--- config.mk ---
export PLATFORM = sky130hd
export DESIGN_NAME = stream_find_replace
export DESIGN_NICKNAME = d
export VERILOG_FILES = /design/src/design/sfr_pkg.sv /design/src/design/sfr_window.sv /design/src/design/stream_find_replace.sv
export SDC_FILE = /design/constraint.sdc
export NUM_CORES = 1
export LEC_CHECK = 0
export ABC_AREA = 1
export CELL_PAD_IN_SITES_DETAIL_PLACEMENT = 1
export CELL_PAD_IN_SITES_GLOBAL_PLACEMENT = 2
export CORE_ASPECT_RATIO = 1.5
export CORE_MARGIN = 10
export CORE_UTILIZATION = 35
export CTS_BUF_LIST = sky130_fd_sc_hd__clkbuf_2
export DETAILED_ROUTE_END_ITERATION = 16
export DONT_BUFFER_PORTS = 1
export PLACE_DENSITY_LB_ADDON = 0.2
export SLEW_MARGIN = 20
export SYNTH_ARGS = -nofsm -noshare
export SYNTH_HDL_FRONTEND = slang
export SYNTH_HIERARCHICAL = 1
export SYNTH_SLANG_ARGS = --single-unit
--- constraint.sdc ---
create_clock -name clk -period 2.8 [get_ports clk]
set_input_delay 0.56 -clock clk [delete_from_list [all_inputs] [get_ports clk]]
set_output_delay 0.56 -clock clk [all_outputs]
set_load 0.005 [all_outputs]
--- src/design/sfr_pkg.sv ---
// Package: payload structs, register indexes and shared constants for stream_find_replace.
package sfr_pkg;

  localparam int CNT_W         = 4;
  localparam int CFG_IDX_W     = 4;
  localparam int CFG_DATA_W    = 64;
  localparam int DEF_MAX_PATTERN     = 8;
  localparam int DEF_MAX_REPLACEMENT = 8;

  localparam logic [CFG_IDX_W-1:0] REG_PATTERN_BYTES      = 4'd0;
  localparam logic [CFG_IDX_W-1:0] REG_PATTERN_LENGTH     = 4'd1;
  localparam logic [CFG_IDX_W-1:0] REG_REPLACEMENT_BYTES  = 4'd2;
  localparam logic [CFG_IDX_W-1:0] REG_REPLACEMENT_LENGTH = 4'd3;

  typedef struct packed {
    logic [7:0] in_byte;
    logic       end_of_stream;
  } in_t;

  typedef struct packed {
    logic [7:0] out_byte;
    logic       last;
  } out_t;

  typedef struct packed {
    logic [63:0]      pattern_bytes;
    logic [CNT_W-1:0] pattern_len;
    logic [63:0]      replacement_bytes;
    logic [CNT_W-1:0] replacement_len;
  } cfg_t;

endpackage

--- src/design/sfr_window.sv ---
// Pending window, pattern compare and burst builder for stream_find_replace.
module sfr_window #(
  parameter int MAX_PATTERN = 8,
  parameter int BURST_DEPTH = 8
) (
  input  logic                     clk,
  input  logic                     rst,
  input  logic                     accept,
  input  logic                     clear,
  input  sfr_pkg::in_t             in_data,
  input  sfr_pkg::cfg_t            cfg,
  output logic [7:0]               burst_bytes [BURST_DEPTH],
  output logic [sfr_pkg::CNT_W-1:0] burst_count
);
  import sfr_pkg::*;

  localparam int APP_DEPTH = BURST_DEPTH + 1;

  logic [7:0]       win [MAX_PATTERN];
  logic [CNT_W-1:0] cnt;
  logic [CNT_W-1:0] cnt_next;
  logic [7:0]       win_app [APP_DEPTH];
  logic [7:0]       win_next [MAX_PATTERN];
  logic             full;
  logic             match;

  always_comb begin
    for (int i = 0; i < APP_DEPTH; i++) begin
      win_app[i] = in_data.in_byte;
    end
    for (int i = 0; i < MAX_PATTERN; i++) begin
      if (CNT_W'(i) < cnt) begin
        win_app[i] = win[i];
      end
    end
    full  = ({1'b0, cnt} + (CNT_W+1)'(1)) >= {1'b0, cfg.pattern_len};
    match = full;
    for (int i = 0; i < MAX_PATTERN; i++) begin
      if (CNT_W'(i) < cfg.pattern_len && win_app[i] != cfg.pattern_bytes[8*i +: 8]) begin
        match = 1'b0;
      end
    end
  end

  always_comb begin
    for (int i = 0; i < BURST_DEPTH; i++) begin
      burst_bytes[i] = match ? cfg.replacement_bytes[8*i +: 8] : win_app[i];
    end
    for (int i = 0; i < MAX_PATTERN; i++) begin
      win_next[i] = full ? win_app[i+1] : win_app[i];
    end
    if (match) begin
      burst_count = cfg.replacement_len;
      cnt_next    = '0;
    end else if (full) begin
      burst_count = in_data.end_of_stream ? cnt + CNT_W'(1) : CNT_W'(1);
      cnt_next    = in_data.end_of_stream ? '0 : cnt;
    end else begin
      burst_count = in_data.end_of_stream ? cnt + CNT_W'(1) : '0;
      cnt_next    = in_data.end_of_stream ? '0 : cnt + CNT_W'(1);
    end
  end

  always_ff @(posedge clk) begin
    if (rst) begin
      cnt <= '0;
    end else if (clear) begin
      cnt <= '0;
    end else if (accept) begin
      cnt <= cnt_next;
    end
  end

  always_ff @(posedge clk) begin
    if (accept) begin
      for (int i = 0; i < MAX_PATTERN; i++) begin
        win[i] <= win_next[i];
      end
    end
  end

endmodule

--- src/design/stream_find_replace.sv ---
// Top level of stream_find_replace: config registers, window and output burst.
//
// Streaming find-and-replace over a byte stream. Input beats carry one text
// byte and an end_of_stream flag; output beats carry one rewritten byte and
// a last flag set on the final byte produced by that input beat. A pattern
// of 1 to MAX_PATTERN bytes is replaced by 0 to MAX_REPLACEMENT bytes,
// leftmost and without overlap; end_of_stream flushes pending bytes.
// The config channel writes pattern_bytes, pattern_length,
// replacement_bytes and replacement_length by index; it is always ready.
// Writing pattern_length drops all pending bytes. Write config only while
// the block is idle.
// The first output byte of an input beat appears in the cycle after the
// beat is accepted. An input beat that yields n bytes occupies the output
// burst register until all n have left; a new input beat is taken in the
// cycle the last of them leaves, so the rate is one beat per cycle while
// each beat yields at most one byte and the receiver does not stall.
// When the receiver stalls, the burst register holds and in_ready drops.
// Reset empties the window and the burst and restores pattern_length to 1.
module stream_find_replace #(
  parameter int MAX_PATTERN     = sfr_pkg::DEF_MAX_PATTERN,
  parameter int MAX_REPLACEMENT = sfr_pkg::DEF_MAX_REPLACEMENT
) (
  input  logic                           clk,
  input  logic                           rst,
  input  logic                           in_valid,
  output logic                           in_ready,
  input  sfr_pkg::in_t                   in_data,
  output logic                           out_valid,
  input  logic                           out_ready,
  output sfr_pkg::out_t                  out_data,
  input  logic                           cfg_valid,
  output logic                           cfg_ready,
  input  logic [sfr_pkg::CFG_IDX_W-1:0]  cfg_index,
  input  logic [sfr_pkg::CFG_DATA_W-1:0] cfg_data
);
  import sfr_pkg::*;

  localparam int BURST_DEPTH = (MAX_PATTERN > MAX_REPLACEMENT) ? MAX_PATTERN :
                               ((MAX_REPLACEMENT > 0) ? MAX_REPLACEMENT : 1);

  logic [63:0]      pattern_bytes;
  logic [CNT_W-1:0] pattern_length;
  logic [63:0]      replacement_bytes;
  logic [CNT_W-1:0] replacement_length;
  cfg_t             cfg;
  logic             cfg_write;
  logic             in_accept;
  logic             out_accept;
  logic [7:0]       burst_bytes [BURST_DEPTH];
  logic [CNT_W-1:0] burst_count;
  logic [7:0]       bb [BURST_DEPTH];
  logic [CNT_W-1:0] rem;

  assign cfg_ready  = 1'b1;
  assign cfg_write  = cfg_valid && cfg_ready;
  assign out_valid  = rem != '0;
  assign out_accept = out_valid && out_ready;
  assign in_ready   = (rem == '0) || (rem == CNT_W'(1) && out_ready);
  assign in_accept  = in_valid && in_ready;
  assign out_data.out_byte = bb[0];
  assign out_data.last     = rem == CNT_W'(1);

  always_comb begin
    cfg.pattern_bytes     = pattern_bytes;
    cfg.replacement_bytes = replacement_bytes;
    if (pattern_length == '0) begin
      cfg.pattern_len = CNT_W'(1);
    end else if (pattern_length > CNT_W'(MAX_PATTERN)) begin
      cfg.pattern_len = CNT_W'(MAX_PATTERN);
    end else begin
      cfg.pattern_len = pattern_length;
    end
    if (replacement_length > CNT_W'(MAX_REPLACEMENT)) begin
      cfg.replacement_len = CNT_W'(MAX_REPLACEMENT);
    end else begin
      cfg.replacement_len = replacement_length;
    end
  end

  always_ff @(posedge clk) begin
    if (rst) begin
      pattern_bytes      <= '0;
      pattern_length     <= CNT_W'(1);
      replacement_bytes  <= '0;
      replacement_length <= '0;
    end else if (cfg_write) begin
      case (cfg_index)
        REG_PATTERN_BYTES:      pattern_bytes      <= cfg_data;
        REG_PATTERN_LENGTH:     pattern_length     <= cfg_data[CNT_W-1:0];
        REG_REPLACEMENT_BYTES:  replacement_bytes  <= cfg_data;
        REG_REPLACEMENT_LENGTH: replacement_length <= cfg_data[CNT_W-1:0];
        default: begin
        end
      endcase
    end
  end

  sfr_window #(
    .MAX_PATTERN (MAX_PATTERN),
    .BURST_DEPTH (BURST_DEPTH)
  ) u_window (
    .clk         (clk),
    .rst         (rst),
    .accept      (in_accept),
    .clear       (cfg_write && cfg_index == REG_PATTERN_LENGTH),
    .in_data     (in_data),
    .cfg         (cfg),
    .burst_bytes (burst_bytes),
    .burst_count (burst_count)
  );

  always_ff @(posedge clk) begin
    if (rst) begin
      rem <= '0;
    end else if (in_accept) begin
      rem <= burst_count;
    end else if (out_accept) begin
      rem <= rem - CNT_W'(1);
    end
  end

  always_ff @(posedge clk) begin
    if (in_accept) begin
      bb <= burst_bytes;
    end else if (out_accept) begin
      for (int i = 0; i < BURST_DEPTH - 1; i++) begin
        bb[i] <= bb[i+1];
      end
    end
  end

  a_burst_bound: assert property (@(posedge clk) disable iff (rst)
    rem <= CNT_W'(BURST_DEPTH))
    else $error("burst count exceeds burst depth");

  a_last_ends_burst: assert property (@(posedge clk) disable iff (rst)
    out_accept && out_data.last && !in_accept |=> !out_valid)
    else $error("output continues after last beat with no new input");

  a_stall_keeps_burst: assert property (@(posedge clk) disable iff (rst)
    out_valid && !out_ready |=> out_valid && rem == $past(rem))
    else $error("burst changed while receiver stalled");

endmodule

==> impl_metrics.json, run 1 <==
{
  "drtPass1Iterations": 4,
  "critical_path.reg2reg.startpoint": "u_window/cnt[3]$_SDFFE_PP0P_",
  "worst-r2r-cell-count": 21,
  "core.rowCount": 90,
  "cts_num_sinks": 272,
  "timing.max_cap.violations": 0,
  "ctsHoldBuffers": 88,
  "synth_top_cell_area_share": 0.2722,
  "initial_core_util": 0.3522,
  "clk_network_pwr_share": 0.141,
  "io-pin-count": 94,
  "cts.path.max_buffers": 3,
  "hold_slack_final_ps": -350.4,
  "io_buffer_count": 0,
  "failing_checks": "negative hold slack, negative setup slack",
  "largest_net_degree_at_the_start_of_global_routing": 138,
  "outcome": "finished with violations",
  "timing.fmax_ghz": 0.3376,
  "synth.avg_cell_area_um2": 7.285,
  "critPathRequiredTime_ps": 3510,
  "synth.cell_area_um2": 14120,
  "critical_path_buf_inv_count": 7,
  "placed_cell_area_um2": 15880,
  "yosysMostFrequentCell": "sky130_fd_sc_hd__nand2_1",
  "synth_enable_flop_cells": 128,
  "synthesized_netlist_net_count": 2029,
  "design.core.area_um2": 40090,
  "worstSetupStartpoint": "u_window/cnt[3]$_SDFFE_PP0P_",
  "max_slew_margin": 0.4124,
  "post-route-cell-area_um2": 18600,
  "die_h_um": 266.0,
  "dieWidth_um": 184.0,
  "globalplace.congestion": 0.8511,
  "drc_errors": 0,
  "hold_path_class": "primary input to flop",
  "timing.critical_path.from_type": "flop",
  "critical_path_cell_count": 21,
  "tritoncts": "done",
  "post_synth_num_cell_types": 38,
  "dpl.hpwl_mm": 37.10,
  "cellLeakagePower_uw": 0.008201,
  "grt_overflow_total": 0,
  "critical_path_class": "flop to flop",
  "synth.yosys.warnings": 6,
  "cell_accounting_for_the_most_synthesized_area": "sky130_fd_sc_hd__edfxtp_1",
  "yosys-top-cells-area": "sky130_fd_sc_hd__edfxtp_1 27%, sky130_fd_sc_hd__dfxtp_1 20%, sky130_fd_sc_hd__nand2_1 16%",
  "post_route_cells_drive_above_1_share": 0.2235,
  "layout_setup_ws_ps": -162.0,
  "period_utilisation_layout": 1.058,
  "timing.clock.skew_ps": 69.19,
  "cts_made_buffers": 74,
  "crit_path_cell_trace": "nor2_4 > buf_12 > buf_12 > clkbuf_16 > buf_8 > o21ai_4 > nand2_1 > nand2_1 > nand2_1 > nor2_1 > nand2_1 > nor2_2 > nand3_2 > nand2_2 > nand3_4 > clkinv_8 > buf_12 > clkbuf_16 > o21ai_2 > nand2_1 > nand2_1",
  "grt_pass1_vias": 14720,
  "post_drt_via_cell_ratio": 5.025,
  "power.share.switching": 0.4385,
  "yosys_register_bits": 272,
  "fp.dieArea_um2": 48940,
  "reg_clk_slew_reported_paths_ps": 110,
  "number_of_antenna_violations_at_the_first_check_in_global_routing": 1,
  "finalWorstPathRequiredPeriod_ps": 2962,
  "synthesis.instances": 1938,
  "postRouteWirelength_mm": 55.51,
  "dr.first_iter.drc_count": 556,
  "worst-path-max-fanout": 8,
  "synth_sequential_area_ratio": 0.4764,
  "htree_levels": 3,
  "final.setup.tns_ps": -4491,
  "timing_max_transition_violations_final": 0,
  "report.final.setup_viol": 62,
  "setup.worst_path.end_class": "flop",
  "p_comb_frac": 0.537,
  "crit_end": "bb[22]$_DFFE_PP_",
  "critPathArrivalTime_ps": 3680,
  "post_drt_wl_per_cell_um": 19.93,
  "slowest_stage": "sky130_fd_sc_hd__dfxtp_4",
  "worstMarginPinSlew_ps": 881.4,
  "vdd.ir_drop.worst_uv": 531.8,
  "pwr-share-seq": 0.322,
  "dominantRegCellSynth": "sky130_fd_sc_hd__dfxtp_1",
  "netlist_top_cells_count": "607 x sky130_fd_sc_hd__nand2_1, 240 x sky130_fd_sc_hd__o21ai_0, 224 x sky130_fd_sc_hd__inv_1",
  "regToRegEndpoint": "bb[22]$_DFFE_PP_",
  "final_nets": 2307,
  "r2r_slack_ps": -160,
  "power_report.internal_total_uw": 11510,
  "cp_top_family": "simple AND/OR/NAND/NOR gates",
  "switching_power_uw": 8985,
  "global_route_wire_length_before_repair_mm": 82.52,
  "timing.critical_path.slowest_cell_delay_ps": 400,
  "area_growth_syn_to_layout_pct": 31.77,
  "ys_async_sr_fraction": 0,
  "cp_common_cell": "sky130_fd_sc_hd__nand2_1",
  "globalRouteTotalUtil": 0.2187,
  "ctsRootBufferMaster": "sky130_fd_sc_hd__clkbuf_2",
  "totalPowerFinal_uw": 20490,
  "dr_total_vias": 13990,
  "hold_viol_final": 3,
  "drtAntennaViolNets": 0,
  "rsz_0062_raised_after_global_routing": "yes",
  "worst_skew_pair.late_latency_ps": 1000,
  "power_density_nw_per_um2": 1101
}
==> per-stage QoR <==
step / util / instances / setup WS (ps)
5_1_grt: 0.4640 / 2784 / -273.6
2_1_floorplan: - / 1938 / 92.73
3_3_place_gp: 0.3960 / 2526 / -335.4
3_5_place_dp: 0.3960 / 2526 / -389.9
4_1_cts: 0.4378 / 2753 / -76.77
6_report: 0.4641 / 2785 / -162.0
==> flip-flops by register name (all words and copies together) (netlist names) <==
signal              cells
replacement_length      4
replacement_bytes      64
pattern_bytes          64
bb                     56
rem                     4
u_window/cnt            4
out_data                8
u_window/win           64
pattern_length          4
==> power groups by stage <==
stage,Clock (uW),Combinational [uW],Sequential (uW)
after floorplan,0,5450,6440
after global placement,0,9270,6610
after CTS,3030,9880,6570
after global routing,3240,12100,6700
final,2890,11000,6600
after detailed placement,0,9580,6650
==> kinds of logic (layout without fill, tap and decap cells) <==
logic type	count (synthesis)	after routing	share of synthesized area
and+or+nand+nor	935	936	0.2683
AOI/OAI and AO/OA	381	381	0.1414
buffers and inverters	333	671	0.1013
DFF	272	272	0.4764
adders and majority gates	9	9	0.007976
xor gates and xnor gates	7	7	0.004343
other	1	3	0.0002656
==> timing repair <==
action	4_1_cts	5_1_grt
setup endpoints to repair	80	85
cloned	2	13
pin swaps	8	42
gates resized for setup	32	187
setup buffers	0	17
hold endpoints to repair	178	3
==> worst min path at each step <==
stage	startpoint	to	slack [ps]	depth (start not counted)
after global routing	rst	rem[2]$_SDFFE_PP0P_	-430	1
after detailed placement	pattern_bytes[44]$_SDFFE_PP0P_	pattern_bytes[44]$_SDFFE_PP0P_	460	2
final	rst	rem[3]$_SDFFE_PP0P_	-350	1
after global placement	pattern_bytes[43]$_SDFFE_PP0P_	pattern_bytes[43]$_SDFFE_PP0P_	450	2
after floorplan	pattern_bytes[45]$_SDFFE_PP0P_	pattern_bytes[45]$_SDFFE_PP0P_	430	2
after CTS	rst	rem[3]$_SDFFE_PP0P_	-470	1
==> metal layers <==
layer,up-vias,wire length [um],part of all wire,GRT usage
li1,6824,-,-,-
met1,6840,21420,0.39,0.2298
met2,230,30490,0.55,0.4211
met3,100,1605,0.029,0.03070
met4,0,1991,0.036,0.08839
met5,-,0,0,0
==> layout make-up <==
class                           instances  area (um^2)
Fill cell                            5001        21480
Sequential cell                       272         6741
Multi-Input combinational cell       1334         6575
Timing Repair Buffer                  304         3095
Inverter                              229        884.6
Tap cell                              506        633.1
Clock buffer                          116        580.6
Clock inverter                         21        80.08
Timing Repair inverter                  1        8.758
Antenna cell                            2        5.005
==> cells in the final DEF, fill, tap and decap left out, types with 4 or more instances in the layout <==
master and count:
sky130_fd_sc_hd__o211ai_1 5, sky130_fd_sc_hd__dlygate4sd3_1 88, sky130_fd_sc_hd__o21ai_2 34, sky130_fd_sc_hd__a31oi_1 13, sky130_fd_sc_hd__buf_8 4, sky130_fd_sc_hd__o21ai_1 27
sky130_fd_sc_hd__buf_4 165, sky130_fd_sc_hd__nand3b_1 8, sky130_fd_sc_hd__nand2_2 55, sky130_fd_sc_hd__nand2_4 20, sky130_fd_sc_hd__clkinv_1 19, sky130_fd_sc_hd__inv_1 220
sky130_fd_sc_hd__nand2_1 554, sky130_fd_sc_hd__nand3_1 88, sky130_fd_sc_hd__a21oi_1 79, sky130_fd_sc_hd__inv_2 4, sky130_fd_sc_hd__clkbuf_2 116, sky130_fd_sc_hd__edfxtp_1 128
sky130_fd_sc_hd__clkbuf_16 8, sky130_fd_sc_hd__nand3_2 15, sky130_fd_sc_hd__nor2_4 10, sky130_fd_sc_hd__nor2_1 167, sky130_fd_sc_hd__buf_6 10, sky130_fd_sc_hd__dfxtp_1 140
sky130_fd_sc_hd__o21ai_4 7, sky130_fd_sc_hd__buf_12 26, sky130_fd_sc_hd__dfxtp_4 4, sky130_fd_sc_hd__xor2_1 6, sky130_fd_sc_hd__ha_1 7, sky130_fd_sc_hd__nor2_2 10
sky130_fd_sc_hd__o21ai_0 211
No activity file was read; power rests on OpenSTA's default activity.
==> run 2, diff against run 1 <==
==> constraint.sdc (replaced) <==
create_clock -name clk -period 2.8 [get_ports clk]
set_input_delay 0.28 -clock clk [delete_from_list [all_inputs] [get_ports clk]]
set_output_delay 0.28 -clock clk [all_outputs]
set_load 0.005 [all_outputs]
==> impl_metrics.json, run 2 (same netlist as run 1, synthesis figures left out) <==
{
  "report.final.setup_viol": 18,
  "critPathRequiredTime_ps": 3510,
  "crit_path_cell_trace": "nor2_4 > buf_12 > buf_12 > nand2_1 > o21ai_1 > nand2_1 > nand2_1 > nand2_1 > nor2_1 > nand2_1 > nor2_2 > nand3_2 > nand2_2 > nand3_4 > clkinv_8 > buf_12 > buf_12 > o21ai_1 > nand2_1 > nand2_1",
  "layout_setup_ws_ps": -69.76,
  "numPlacedInstances": 2531,
  "grt_pass1_vias": 15230,
  "core.rowCount": 90,
  "htree_levels": 3,
  "placed_cell_area_um2": 15890,
  "switching_power_uw": 8763,
  "cellLeakagePower_uw": 0.008272,
  "dr.first_iter.drc_count": 632,
  "hold_viol_final": 0,
  "globalplace.congestion": 0.8618,
  "io-pin-count": 94,
  "pwr-share-seq": 0.325,
  "cts.path.max_buffers": 3,
  "timing.max_cap.violations": 0,
  "period_utilisation_layout": 1.025,
  "drtPass1Iterations": 5,
  "hold_path_class": "primary input to flop",
  "post_drt_via_cell_ratio": 4.978,
  "tritoncts": "done",
  "timing.clock.skew_ps": 81.91,
  "max_slew_margin": 0.6023,
  "number_of_antenna_violations_at_the_first_check_in_global_routing": 5,
  "drc_errors": 0,
  "drtAntennaViolNets": 0,
  "timing.critical_path.slowest_cell_delay_ps": 390,
  "area_growth_syn_to_layout_pct": 33.61,
  "final_nets": 2364,
  "post_route_cells_drive_above_1_share": 0.2159,
  "top_regs": "pattern_bytes (64), replacement_bytes (64), u_window/win (64)",
  "most_used_cells_in_the_layout_excluding_fill_and_tap_cells": "571 x sky130_fd_sc_hd__nand2_1, 217 x sky130_fd_sc_hd__inv_1, 208 x sky130_fd_sc_hd__o21ai_0",
  "filler_cell_count": 5012,
  "timing.fmax_ghz": 0.3485,
  "slowest_stage": "sky130_fd_sc_hd__dfxtp_4",
  "rsz_0062_raised_after_global_routing": "yes",
  "worst_skew_pair.late_latency_ps": 1010,
  "power_report.internal_total_uw": 11490,
  "critPathArrivalTime_ps": 3580,
  "finalWorstPathRequiredPeriod_ps": 2870,
  "initial_core_util": 0.3522,
  "grt_overflow_total": 0,
  "timing_max_transition_violations_final": 0,
  "dpl.hpwl_mm": 37.28,
  "worstMarginPinSlew_ps": 594.5,
  "outcome": "finished with violations",
  "io_buffer_count": 0,
  "cts_made_buffers": 73,
  "failing_checks": "negative setup slack",
  "critical_path_class": "flop to flop",
  "worst-path-max-fanout": 9,
  "layoutNonFillerInstCount": 2843,
  "clk_network_pwr_share": 0.143,
  "fp.dieArea_um2": 48940,
  "utilization": 0.4705,
  "critical_path_buf_inv_count": 5,
  "dr_total_vias": 14150,
  "timing.critical_path.from_type": "flop",
  "ctsRootBufferMaster": "sky130_fd_sc_hd__clkbuf_2",
  "globalRouteTotalUtil": 0.2242,
  "largest_net_degree_at_the_start_of_global_routing": 129,
  "design.core.area_um2": 40090,
  "power_density_nw_per_um2": 1074,
  "hold_slack_final_ps": 53.60,
  "vdd.ir_drop.worst_uv": 740.3,
  "cp_common_cell": "sky130_fd_sc_hd__nand2_1",
  "commonest_non_fill_non_tap_cell_in_the_layout": "sky130_fd_sc_hd__nand2_1",
  "detailedPlace.worstSlack_ps": -305.6,
  "power.share.switching": 0.4328,
  "die_h_um": 266.0,
  "reg_clk_slew_reported_paths_ps": 110,
  "post-route-cell-area_um2": 18860,
  "postRouteWirelength_mm": 55.20,
  "post_drt_wl_per_cell_um": 19.42,
  "cts_num_sinks": 272,
  "p_comb_frac": 0.532,
  "global_route_wire_length_before_repair_mm": 84.10,
  "cp_top_family": "simple AND/OR/NAND/NOR gates",
  "setup.worst_path.end_class": "flop",
  "dieWidth_um": 184.0
}
==> run 2: per-stage QoR <==
step / setup TNS, ps / power, uW
finish: -611.4 / 20250
global route: -7809 / 21850
CTS: -0.9779 / 19980
detailed placement: -14940 / 16210
global placement: -10710 / 15900
floorplan: 0 / 11880
==> run 2: worst paths after layout <==
path / cells after the start / to / startpoint / slack (ps)
worst min-delay path: 3 / replacement_bytes[14]$_SDFFE_PP0P_ / cfg_data[14] / 50
worst max-delay path: 20 / bb[26]$_DFFE_PP_ / u_window/cnt[2]$_SDFFE_PP0P_ / -70
worst min register to register: 2 / pattern_bytes[56]$_SDFFE_PP0P_ / pattern_bytes[56]$_SDFFE_PP0P_ / 460
worst max register to register: 20 / bb[26]$_DFFE_PP_ / u_window/cnt[2]$_SDFFE_PP0P_ / -70
==> run 2: worst reg2reg max path, stage by stage (launching register included) <==
cell	delay [ps]
sky130_fd_sc_hd__dfxtp_4	390
sky130_fd_sc_hd__nor2_4	220
sky130_fd_sc_hd__buf_12	180
sky130_fd_sc_hd__buf_12	120
sky130_fd_sc_hd__nand2_1	60
sky130_fd_sc_hd__o21ai_1	110
sky130_fd_sc_hd__nand2_1	70
sky130_fd_sc_hd__nand2_1	80
sky130_fd_sc_hd__nand2_1	80
sky130_fd_sc_hd__nor2_1	110
sky130_fd_sc_hd__nand2_1	120
sky130_fd_sc_hd__nor2_2	160
sky130_fd_sc_hd__nand3_2	80
sky130_fd_sc_hd__nand2_2	80
sky130_fd_sc_hd__nand3_4	120
sky130_fd_sc_hd__clkinv_8	140
sky130_fd_sc_hd__buf_12	170
sky130_fd_sc_hd__buf_12	140
sky130_fd_sc_hd__o21ai_1	70
sky130_fd_sc_hd__nand2_1	60
sky130_fd_sc_hd__nand2_1	50
==> run 2: final cells by class <==
class / count / area, um^2 / share of cell area
clock inverters: 15 / 57.56 / 0.003051
well taps: 506 / 633.1 / 0.03356
multi-input cells: 1333 / 6431 / 0.3409
flip-flops and latches: 272 / 6739 / 0.3573
diodes: 7 / 17.52 / 0.0009286
inverters: 229 / 879.6 / 0.04663
clock buffers: 117 / 585.6 / 0.03104
repair buffers: 364 / 3520 / 0.1866
==> run 2: repair_timing <==
item / 4_1_cts / 5_1_grt
endpoints found under the hold margin: 368 / 0
setup buffers: 19 / 11
hold buffers: 138 / 0
endpoints found under the setup margin: 71 / 71
pin swaps: 20 / 30
resized for setup: 76 / 113
gates cloned: 3 / 3
==> run 2: power groups by stage <==
stage | sequential [uW] | clock (uW) | combinational, uW
4_1_cts | 6600 | 2990 | 10400
3_5_place_dp | 6660 | 0 | 9550
6_report | 6590 | 2890 | 10800
2_1_floorplan | 6440 | 0 | 5450
3_3_place_gp | 6610 | 0 | 9290
5_1_grt | 6690 | 3220 | 11900
==> run 2: metal layers <==
metal  global-route usage  vias to the layer above  routed length [um]
met5                    0                        -                   0
met3              0.03821                       96                1848
met1               0.2270                     6878               20730
li1                     -                     6934                   -
met4              0.09616                        0                1957
met2               0.4345                      244               30670
